==> src/rtl/block_rate_one_pole_slew_macros.svh <==
// Assertion macros for the slew filter RTL.
`ifndef BLOCK_RATE_ONE_POLE_SLEW_MACROS_SVH
`define BLOCK_RATE_ONE_POLE_SLEW_MACROS_SVH

// Same-cycle implication, sampled on clk, off during reset.
`define BSL_ASSERT_NOW(label, ante, cons, msg) \
  label: assert property (@(posedge clk) disable iff (rst) (ante) |-> (cons)) \
    else $error(msg);

// Next-cycle implication, sampled on clk, off during reset.
`define BSL_ASSERT_NEXT(label, ante, cons, msg) \
  label: assert property (@(posedge clk) disable iff (rst) (ante) |=> (cons)) \
    else $error(msg);

`endif

==> src/rtl/bsl_pkg.sv <==
// Types, constants and Q1.31 arithmetic helpers for the block-rate slew filter.
package bsl_pkg;

  localparam int unsigned DATA_W    = 32;
  localparam int unsigned SIZE_W    = 16;
  localparam int unsigned CFG_IDX_W = 1;

  localparam logic signed [DATA_W-1:0] Q31_MAX   = 32'sh7FFF_FFFF;
  localparam logic signed [DATA_W-1:0] Q31_MIN   = 32'sh8000_0000;
  localparam logic signed [DATA_W-1:0] SNAP_POS  = 32'sh0000_4000;
  localparam logic signed [DATA_W-1:0] SNAP_NEG  = -32'sh0000_4000;

  localparam logic [CFG_IDX_W-1:0] REG_SLEW = 1'b0;
  localparam logic [CFG_IDX_W-1:0] REG_SIZE = 1'b1;

  typedef enum logic [1:0] {
    KIND_ADVANCE = 2'd0,
    KIND_SYNC    = 2'd1,
    KIND_LOAD    = 2'd2,
    KIND_NONE    = 2'd3
  } kind_t;

  typedef enum logic [2:0] {
    ST_IDLE = 3'b001,
    ST_ACC  = 3'b010,
    ST_SQR  = 3'b100
  } cstate_t;

  typedef struct packed {
    logic signed [DATA_W-1:0] level;
    logic                     settled;
  } res_t;

  // Clamp a 33-bit signed value into Q1.31.
  function automatic logic signed [DATA_W-1:0] sat33(input logic [DATA_W:0] v);
    if (v[DATA_W] != v[DATA_W-1]) begin
      return v[DATA_W] ? Q31_MIN : Q31_MAX;
    end
    return v[DATA_W-1:0];
  endfunction

  function automatic logic signed [DATA_W-1:0] sat_add(input logic signed [DATA_W-1:0] a,
                                                       input logic signed [DATA_W-1:0] b);
    return sat33({a[DATA_W-1], a} + {b[DATA_W-1], b});
  endfunction

  function automatic logic signed [DATA_W-1:0] sat_sub(input logic signed [DATA_W-1:0] a,
                                                       input logic signed [DATA_W-1:0] b);
    return sat33({a[DATA_W-1], a} - {b[DATA_W-1], b});
  endfunction

  // Q1.31 multiply, floor rounding; only -1 * -1 overflows.
  function automatic logic signed [DATA_W-1:0] qmul(input logic signed [DATA_W-1:0] a,
                                                    input logic signed [DATA_W-1:0] b);
    logic signed [2*DATA_W-1:0] p;
    p = a * b;
    return sat33(p[2*DATA_W-1:DATA_W-1]);
  endfunction

endpackage

==> src/rtl/bsl_outq.sv <==
// Two-entry result queue between the filter update and the output channel.
module bsl_outq import bsl_pkg::*; (
  input  logic clk,
  input  logic rst,
  input  logic push,
  input  res_t push_data,
  output logic space,
  output logic out_valid,
  input  logic out_ready,
  output res_t out_data
);

  res_t       slots [2];
  logic       wr_ptr;
  logic       rd_ptr;
  logic [1:0] count;
  logic       pop;

  assign out_valid = (count != 2'd0);
  assign space     = (count != 2'd2);
  assign pop       = out_valid && out_ready;
  assign out_data  = slots[rd_ptr];

  always_ff @(posedge clk) begin
    if (push) begin
      slots[wr_ptr] <= push_data;
    end
  end

  always_ff @(posedge clk) begin
    if (rst) begin
      wr_ptr <= 1'b0;
      rd_ptr <= 1'b0;
      count  <= 2'd0;
    end else begin
      if (push) begin
        wr_ptr <= ~wr_ptr;
      end
      if (pop) begin
        rd_ptr <= ~rd_ptr;
      end
      case ({push, pop})
        2'b10:   count <= count + 2'd1;
        2'b01:   count <= count - 2'd1;
        default: count <= count;
      endcase
    end
  end

endmodule
==> config.mk <==
export PLATFORM = sky130hd
export DESIGN_NAME = bsl_outq
export DESIGN_NICKNAME = d
export VERILOG_FILES = /design/src/rtl/block_rate_one_pole_slew_macros.svh /design/src/rtl/bsl_pkg.sv /design/src/rtl/bsl_outq.sv
export SDC_FILE = /design/constraint.sdc
export NUM_CORES = 1
export LEC_CHECK = 0
export BUFFER_PORTS_ARGS = -buffer_cell sky130_fd_sc_hd__buf_2
export CORE_ASPECT_RATIO = 0.5
export CORE_MARGIN = 1.5
export CORE_UTILIZATION = 55
export CTS_CLUSTER_DIAMETER = 40
export DETAILED_ROUTE_END_ITERATION = 12
export PLACE_DENSITY = 0.83
export SYNTH_ARGS = -nofsm -noshare
export SYNTH_HDL_FRONTEND = slang
export SYNTH_SLANG_ARGS = --single-unit
==> constraint.sdc <==
create_clock -name clk -period 5.4 [get_ports clk]
set_input_delay 1.08 -clock clk [delete_from_list [all_inputs] [get_ports clk]]
set_output_delay 1.08 -clock clk [all_outputs]
set_load 0.05 [all_outputs]
==> flow_metrics.tcl <==
set metrics [dict create \
    critPathRequiredTime_ns 4.32 \
    swShare_pct 35.6 \
    synth_cell_types 17 \
    clk-insertion-delay-late_ns 0.32 \
    wl_mm 3.99 \
    p_comb_share_pct 30.9 \
    postCtsSetupBuffers 0 \
    synth_nets 164 \
    dr.pass1.iters 4 \
    p_int_uw 988 \
    postSynthAreaPerCell_um2 20.6 \
    core_um2 4470 \
    dieArea_um2 5160 \
    wl_per_cell_um 14.9 \
    place_area_um2 3020 \
    crit_path_start_kind "flip-flop" \
    fin_area_um2 3200 \
    vdd_ir_drop_max_mv 0.276 \
    clkPwrFrac_pct 24.7 \
    syn-instance-count 126 \
    crit_type "reg2out" \
    cp_max_fo 17 \
    viasPerCell 4.95 \
    status "finished clean" \
    routed-wl-met2_mm 2.04 \
    initial_core_util_pct 58.1 \
    ys_warn_count 0 \
    ctsHoldBuffers 0 \
    cts.sink_count 71 \
    setup_tns_ns 0 \
    synth-seq-area-share_pct 80.3 \
    place_congestion 0.688 \
    grt_pass1_wl_mm 6.13 \
    cts_inserted_buffers 9 \
    die_width_um 100 \
    synth_area_leaders "edfxtp_1, mux2_1, dfxtp_1" \
    relSlewSlack_pct 36.2 \
    die_h_um 51.6 \
    p_sw_uw 547 \
    io_pins 72 \
    root_buffer "clkbuf_8" \
    routed.top_layer "met4" \
    grt_overflow 0 \
    num_rows 17 \
    yosysTopAreaCell "edfxtp_1" \
    cts-root-to-sink-buffers 2 \
    ys_ff_latch 71 \
    critPathArrivalTime_ns 2.08 \
    cts.htree.levels 3 \
    netlist_area_um2 2590 \
    grt_start_max_net_pins 34 \
    fin_crit_sh_pct 58.6 \
    cts_resized 0 \
    drive_gt1_share_pct 41.2 \
    track_usage_pct 17.1 \
    worst_setup_path_end_kind "output pin" \
    power.density_nw_per_um2 480 \
    setup_viol 0 \
    cts_tree "built" \
    max-cap-violations 0 \
    drv_slew 0 \
    hp-class "reg2reg" \
    drc 0 \
    p_leak_uw 0.00122 \
    period_needed_ns 3.16 \
    grt_pass1_vias 1352 \
    drtIter0Drc 52 \
    rsz0062_at_grt "false" \
    antenna_found_initial 0 \
    met1_length_mm 1.70 \
    timing.final.hold_violations 0 \
    clk_pin_slew_ns 0.06 \
    dr_wl_met3_um 232 \
    yosysTopAreaCellShare_pct 76.4 \
    synthToLayoutAreaGrowth_pct 23.2 \
    worst_pin_slew_ns 0.954 \
    port_buffers 71 \
    seqPwrFrac_pct 44.4 \
    finalNetCount 244 \
    vias 1326 \
    antennaDiodeCount 0 \
    hpwl_mm 2.62 \
    fmax_mhz 316 \
    fin_skew_ns 0.00410 \
    ant_nets 0 \
]
[synth_stat cells]
cell type  count
ha_1           1
nor2_1         5
or2_1          1
a21oi_1        1
o21a_2         1
and2_1         1
or3_1          1
xor2_1         1
clkbuf_1       1
mux2_1        33
o21ai_0        1
dfxtp_1        5
edfxtp_1      66
nand2b_1       1
buf_4          3
xnor2_1        3
inv_1          1
[metal layers]
| layer | GRT usage [%] | vias to the layer above |
|---|---|---|
| met5 | 0 | - |
| met4 | 7.75 | 0 |
| met3 | 5.78 | 2 |
| met2 | 29.8 | 41 |
| met1 | 19.5 | 638 |
| li1 | - | 645 |
[path summary, 6_finish.rpt]
path	slack, ns	cells after the start	to	start
worst max-delay path	2.24	3	out_data[18]	flip-flop
worst min-delay path	0.51	2	rd_ptr	rd_ptr
worst max register to register	3.90	1	slots[0][7]	wr_ptr
worst min register to register	0.51	2	rd_ptr	rd_ptr
[power groups by stage]
stage               clock, uW  combinational, uW  sequential [uW]
floorplan                   0                404              673
global placement            0                474              692
detailed placement          0                480              695
CTS                       390                482              683
global route              410                502              689
finish                    379                475              681
[area by class of cell]
cell class	count	area (um2)
fill	293	1270
sequential	71	2080
multi-input combinational	50	489
clock inverter	6	51.3
timing repair buffer	73	370
inverter	1	3.75
tap	57	71.3
clock buffer	10	128
[flip-flops by register name, summed over array words and instances (netlist names), named ones only]
register  cells
count         2
rd_ptr        1
wr_ptr        1
slots        66
[cells in the final DEF, fill, tap and decap left out, drive strengths merged]
cell type  Yosys  routed
or2            1       1
xnor2          3       3
nor2           5       5
xor2           1       1
and2           1       1
mux2          33      33
nand2b         1       1
a21oi          1       1
buf            3      73
ha             1       1
o21a           1       1
clkbuf         1      10
or3            1       1
dfxtp          5       5
edfxtp        66      66
inv            1       1
bufinv         0       1
o21ai          1       1
clkinv         0       5
[through the flow]
stage / hold slack (ns) / cells / util [%] / power (uW) / worst slack (ns)
finish: 0.514 / 268 / 71.5 / 1540 / 2.24
floorplan: 0.474 / 126 / - / 1080 / 2.45
global placement: 0.494 / 252 / 67.5 / 1170 / 2.56
detailed placement: 0.507 / 252 / 67.5 / 1170 / 2.53
CTS: 0.520 / 268 / 71.5 / 1550 / 2.16
global route: 0.561 / 268 / 71.5 / 1600 / 2.06
[cells by family (layout without fill, tap and decap cells)]
| logic type | count (synthesis) | after routing | share of synthesized area, % |
|---|---|---|---|
| compound gates | 3 | 3 | 0.723 |
| mux | 33 | 33 | 14.3 |
| simple gates | 9 | 9 | 1.69 |
| fa+ha+maj | 1 | 1 | 0.482 |
| xor+xnor | 4 | 4 | 1.35 |
| flops | 71 | 71 | 80.3 |
| buf+inv | 5 | 90 | 1.16 |
[worst max-delay path: stages (launching register included)]
cell,delay [ns]
dfxtp_1,0.78
buf_4,0.38
mux2_1,0.37
buf_2,0.22
No activity file was read; power rests on OpenSTA's default activity.
