[config.mk]
export PLATFORM = sky130hd
export DESIGN_NAME = bsl_core
export DESIGN_NICKNAME = d
export VERILOG_FILES = /design/src/rtl/block_rate_one_pole_slew_macros.svh /design/src/rtl/bsl_pkg.sv /design/src/rtl/bsl_core.sv
export SDC_FILE = /design/constraint.sdc
export NUM_CORES = 2
export LEC_CHECK = 0
export ABC_AREA = 1
export BUFFER_PORTS_ARGS = -buffer_cell sky130_fd_sc_hd__buf_4
export CORE_MARGIN = 2
export CORE_UTILIZATION = 60
export CTS_CLUSTER_DIAMETER = 150
export DETAILED_ROUTE_END_ITERATION = 10
export PLACE_DENSITY = 0.78
export SLEW_MARGIN = 20
export SYNTH_ARGS = -nofsm -noshare
export SYNTH_HDL_FRONTEND = slang
export SYNTH_SLANG_ARGS = --single-unit
[constraint.sdc]
create_clock -name clk -period 19.4 [get_ports clk]
set_clock_uncertainty 0.1 [all_clocks]
set_input_delay 1.94 -clock clk [delete_from_list [all_inputs] [get_ports clk]]
set_output_delay 1.94 -clock clk [all_outputs]
set_load 0.02 [all_outputs]
[src/rtl/block_rate_one_pole_slew_macros.svh]
// Assertion macros for the slew filter RTL.
`ifndef BLOCK_RATE_ONE_POLE_SLEW_MACROS_SVH
`define BLOCK_RATE_ONE_POLE_SLEW_MACROS_SVH

// Same-cycle implication, sampled on clk, off during reset.
`define BSL_ASSERT_NOW(label, ante, cons, msg) \
  label: assert property (@(posedge clk) disable iff (rst) (ante) |-> (cons)) \
    else $error(msg);

// Next-cycle implication, sampled on clk, off during reset.
`define BSL_ASSERT_NEXT(label, ante, cons, msg) \
  label: assert property (@(posedge clk) disable iff (rst) (ante) |=> (cons)) \
    else $error(msg);

`endif

[src/rtl/bsl_pkg.sv]
// Types, constants and Q1.31 arithmetic helpers for the block-rate slew filter.
package bsl_pkg;

  localparam int unsigned DATA_W    = 32;
  localparam int unsigned SIZE_W    = 16;
  localparam int unsigned CFG_IDX_W = 1;

  localparam logic signed [DATA_W-1:0] Q31_MAX   = 32'sh7FFF_FFFF;
  localparam logic signed [DATA_W-1:0] Q31_MIN   = 32'sh8000_0000;
  localparam logic signed [DATA_W-1:0] SNAP_POS  = 32'sh0000_4000;
  localparam logic signed [DATA_W-1:0] SNAP_NEG  = -32'sh0000_4000;

  localparam logic [CFG_IDX_W-1:0] REG_SLEW = 1'b0;
  localparam logic [CFG_IDX_W-1:0] REG_SIZE = 1'b1;

  typedef enum logic [1:0] {
    KIND_ADVANCE = 2'd0,
    KIND_SYNC    = 2'd1,
    KIND_LOAD    = 2'd2,
    KIND_NONE    = 2'd3
  } kind_t;

  typedef enum logic [2:0] {
    ST_IDLE = 3'b001,
    ST_ACC  = 3'b010,
    ST_SQR  = 3'b100
  } cstate_t;

  typedef struct packed {
    logic signed [DATA_W-1:0] level;
    logic                     settled;
  } res_t;

  // Clamp a 33-bit signed value into Q1.31.
  function automatic logic signed [DATA_W-1:0] sat33(input logic [DATA_W:0] v);
    if (v[DATA_W] != v[DATA_W-1]) begin
      return v[DATA_W] ? Q31_MIN : Q31_MAX;
    end
    return v[DATA_W-1:0];
  endfunction

  function automatic logic signed [DATA_W-1:0] sat_add(input logic signed [DATA_W-1:0] a,
                                                       input logic signed [DATA_W-1:0] b);
    return sat33({a[DATA_W-1], a} + {b[DATA_W-1], b});
  endfunction

  function automatic logic signed [DATA_W-1:0] sat_sub(input logic signed [DATA_W-1:0] a,
                                                       input logic signed [DATA_W-1:0] b);
    return sat33({a[DATA_W-1], a} - {b[DATA_W-1], b});
  endfunction

  // Q1.31 multiply, floor rounding; only -1 * -1 overflows.
  function automatic logic signed [DATA_W-1:0] qmul(input logic signed [DATA_W-1:0] a,
                                                    input logic signed [DATA_W-1:0] b);
    logic signed [2*DATA_W-1:0] p;
    p = a * b;
    return sat33(p[2*DATA_W-1:DATA_W-1]);
  endfunction

endpackage

[src/rtl/bsl_core.sv]
// Filter state and the per-item update: advance, sync check, load.
module bsl_core import bsl_pkg::*; (
  input  logic                     clk,
  input  logic                     rst,
  input  logic                     accept,
  input  logic [1:0]               kind,
  input  logic signed [DATA_W-1:0] value,
  input  logic signed [DATA_W-1:0] coeff,
  output res_t                     res
);

  logic signed [DATA_W-1:0] level_q;
  logic signed [DATA_W-1:0] target_q;
  logic signed [DATA_W-1:0] level_next;
  logic signed [DATA_W-1:0] target_next;
  logic                     settled_next;
  logic signed [DATA_W-1:0] gap;
  logic signed [DATA_W-1:0] sync_gap;

  assign gap      = sat_sub(level_q, value);
  assign sync_gap = sat_sub(target_q, level_q);

  always_comb begin
    level_next   = level_q;
    target_next  = target_q;
    settled_next = 1'b0;
    case (kind_t'(kind))
      KIND_ADVANCE: begin
        target_next = value;
        level_next  = sat_add(value, qmul(coeff, gap));
      end
      KIND_SYNC: begin
        if (target_q == level_q) begin
          settled_next = 1'b1;
        end else if ((sync_gap < SNAP_POS) && (sync_gap > SNAP_NEG)) begin
          // close enough: snap, still reported unsettled
          level_next = target_q;
        end
      end
      KIND_LOAD: begin
        level_next  = value;
        target_next = value;
      end
      default: begin
      end
    endcase
  end

  assign res.level   = level_next;
  assign res.settled = settled_next;

  always_ff @(posedge clk) begin
    if (rst) begin
      level_q  <= '0;
      target_q <= '0;
    end else if (accept) begin
      level_q  <= level_next;
      target_q <= target_next;
    end
  end

endmodule

==> results.json <==
{
  "cts_root_buf": "clkbuf_16",
  "period_share_pct": 96.49,
  "yosys.area.top_type": "fa_1",
  "rows": 102,
  "drc": 0,
  "rsz0062_at_grt": "false",
  "htreeDepth": 3,
  "nNetsFinal": 7499,
  "final_area_mm2": 0.04840,
  "grt_usage_pct": 40.81,
  "critical_path_class": "primary input to primary output",
  "cp_slowest_cell": "inv_1",
  "die_h_um": 282.4,
  "rrSetupSlack_ns": 4.41,
  "startpoint": "value[2]",
  "max_cap_violations": 0,
  "status": "completed",
  "clock_latency_ns": 0.34,
  "r2r_cells": 61,
  "place.gp.congestion": 1.069,
  "drtIter0Drc": 3658,
  "cts_hold_buffers": 0,
  "nFillCells": 6978,
  "worstMarginPinSlew_ns": 1.136,
  "drt-total-wl_mm": 157.4,
  "synth-edff-count": 0,
  "crit_buf_inv": 14,
  "critical-path-max-stage-delay_ns": 0.82,
  "setup_viol": 0,
  "slew_viol_final": 0,
  "start_util_pct": 60.35,
  "grt_max_degree": 51,
  "yosysSeqAreaShare_pct": 2.754,
  "dp_cells": 7094,
  "layout-drive-gt1-share_pct": 4.431,
  "first_pass_iters": 8,
  "syn-num-nets": 7563,
  "placement.io_buffers": 101,
  "cpMostUsedCell": "nand2_1",
  "ys.flop_type": "dfxtp_1",
  "max-slew-margin-rel_pct": 24.15,
  "worstPathRequired_ns": 17.36,
  "crit_cells": 62,
  "tns_ns": 0,
  "die_area_mm2": 0.07978,
  "end_kind": "primary output",
  "viasPerCell": 5.793,
  "regArea_mm2": 0.001281,
  "grt-ovfl-total": 0,
  "rr_endpoint": "level_q[11]",
  "via_count": 41209,
  "grt_pass1_vias": 42530,
  "io_pins": 102,
  "synth_area_leaders": "fa_1, inv_1, nand2_1",
  "grt_antenna_before_repair": 3,
  "ys_seq_elements": 64,
  "cts_tree": "built",
  "final_common_cell": "inv_1",
  "cts_sinks": 64,
  "syn2layout_area_growth_pct": 4.037,
  "grt_pass1_wl_mm": 243.2,
  "finalCriticalPeriod_ns": 18.72,
  "synth_area_mm2": 0.04652,
  "report.final.hold_viol_count": 0,
  "hold_path_class": "register to register",
  "worstPathArrival_ns": 16.68,
  "postSynthAreaPerCell_um2": 7.589,
  "cts_buffers": 9,
  "clk_pin_slew_ns": 0.05,
  "die_x_um": 282.4,
  "avgRoutedWirePerCell_um": 22.13,
  "dpl_worst_slack_ns": 1.153,
  "path_delay_family": "adder cells",
  "synthArstFlopShare_pct": 0,
  "synth.yosys.warnings": 0,
  "setup_ws_ns": 0.6818,
  "layout_common_cells": "inv_1, nand2_1, fa_1",
  "critPathLaunchType": "primary input",
  "clock.fmax_mhz": 53.42,
  "cts_buffer_depth": 2,
  "ant_nets": 0,
  "dp_hpwl_mm": 132.3,
  "ys_types": 52,
  "postPlaceCellArea_mm2": 0.04805,
  "syn_inst": 6130,
  "stdcell_count": 7113,
  "worstReg2RegStart": "level_q[2]",
  "synth_top_area_share_pct": 46.65,
  "cp-endpoint": "res[6]",
  "cp_max_fo": 31,
  "multiInputGateArea_mm2": 0.03854,
  "core_mm2": 0.07708
}
==> stage by stage <==
stage                     hold WS, ns  utilization (%)
after global placement         0.3991            62.33
after CTS                      0.4373            62.75
after detailed placement       0.4200            62.33
after floorplan                0.3779                -
after global routing           0.4687            62.78
final                          0.4378            62.78
==> timing repair <==
item                       CTS  global route
setup endpoints to repair    0            26
setup buffers                0             1
gates resized for setup      0             6
==> cell usage after synthesis, types with 6 or more instances <==
library cell and count:
a21oi_1 335, a21oi_2 23, a31oi_1 22, buf_1 16, buf_2 25, buf_6 10
clkbuf_1 181, clkinv_1 9, dfxtp_1 64, fa_1 1084, ha_1 280, inv_1 1508
inv_2 6, nand2_1 1156, nand2_2 15, nand3_1 256, nand3_2 11, nand3b_1 10
nand4_1 56, nor2_1 672, nor3_1 29, nor4_1 7, o21a_1 22, o21ai_0 167
o21ai_1 14, o21bai_1 11, or2_2 11, xnor2_1 51, xor2_1 26
==> cell type report <==
type                    count  area share, %
repair buffers            161          2.523
multi-input cells        4307          79.63
clock buffers              10         0.4731
diodes                      2        0.01034
clock inverters             6         0.1913
inverters                1523          11.84
well taps                1040          2.689
flip-flops and latches     64          2.647
==> worst reg2reg max path: cells and delay by family (launching register included) <==
| kind | cells | cell delay [ns] |
|---|---|---|
| and+or+nand+nor | 20 | 2.71 |
| DFF | 1 | 0.42 |
| AOI/OAI and AO/OA | 16 | 3.34 |
| xor gates and xnor gates | 1 | 0.23 |
| buffers and inverters | 12 | 2.59 |
| adders and majority gates | 12 | 5.53 |
==> flip-flops by register name, summed over array words and instances (netlist names) <==
signal	flops
target_q	32
level_q	32
==> cells by family (layout without fill, tap and decap cells) <==
group / after synthesis / count (layout) / share of synthesized area, %
other cells: 0 / 2 / 0
compound gates: 625 / 625 / 7.351
xor+xnor: 77 / 77 / 1.450
fa+ha+maj: 1364 / 1364 / 54.18
simple gates: 2241 / 2241 / 19.81
flops: 64 / 64 / 2.754
buf+inv: 1759 / 1700 / 14.45
==> layer usage <==
| metal | global-route usage [%] | vias up | wire length (µm) |
|---|---|---|---|
| met5 | 0 | - | 0 |
| met4 | 23.01 | 0 | 11230 |
| met3 | 10.18 | 591 | 16800 |
| met2 | 64.37 | 2300 | 70670 |
| met1 | 51.56 | 20319 | 58730 |
| li1 | - | 17999 | - |
==> worst min path at each step <==
stage / slack (ns) / end / cells after the start / startpoint
final: 0.44 / target_q[0] / 2 / target_q[0]
after CTS: 0.44 / target_q[0] / 2 / target_q[0]
after detailed placement: 0.42 / target_q[0] / 2 / target_q[0]
after global placement: 0.40 / target_q[0] / 2 / target_q[0]
after global routing: 0.47 / target_q[0] / 2 / target_q[0]
after floorplan: 0.38 / target_q[0] / 2 / target_q[0]
Power is not shown: default switching activity piles up to over one toggle a cycle in this logic, so the estimate is an artifact.
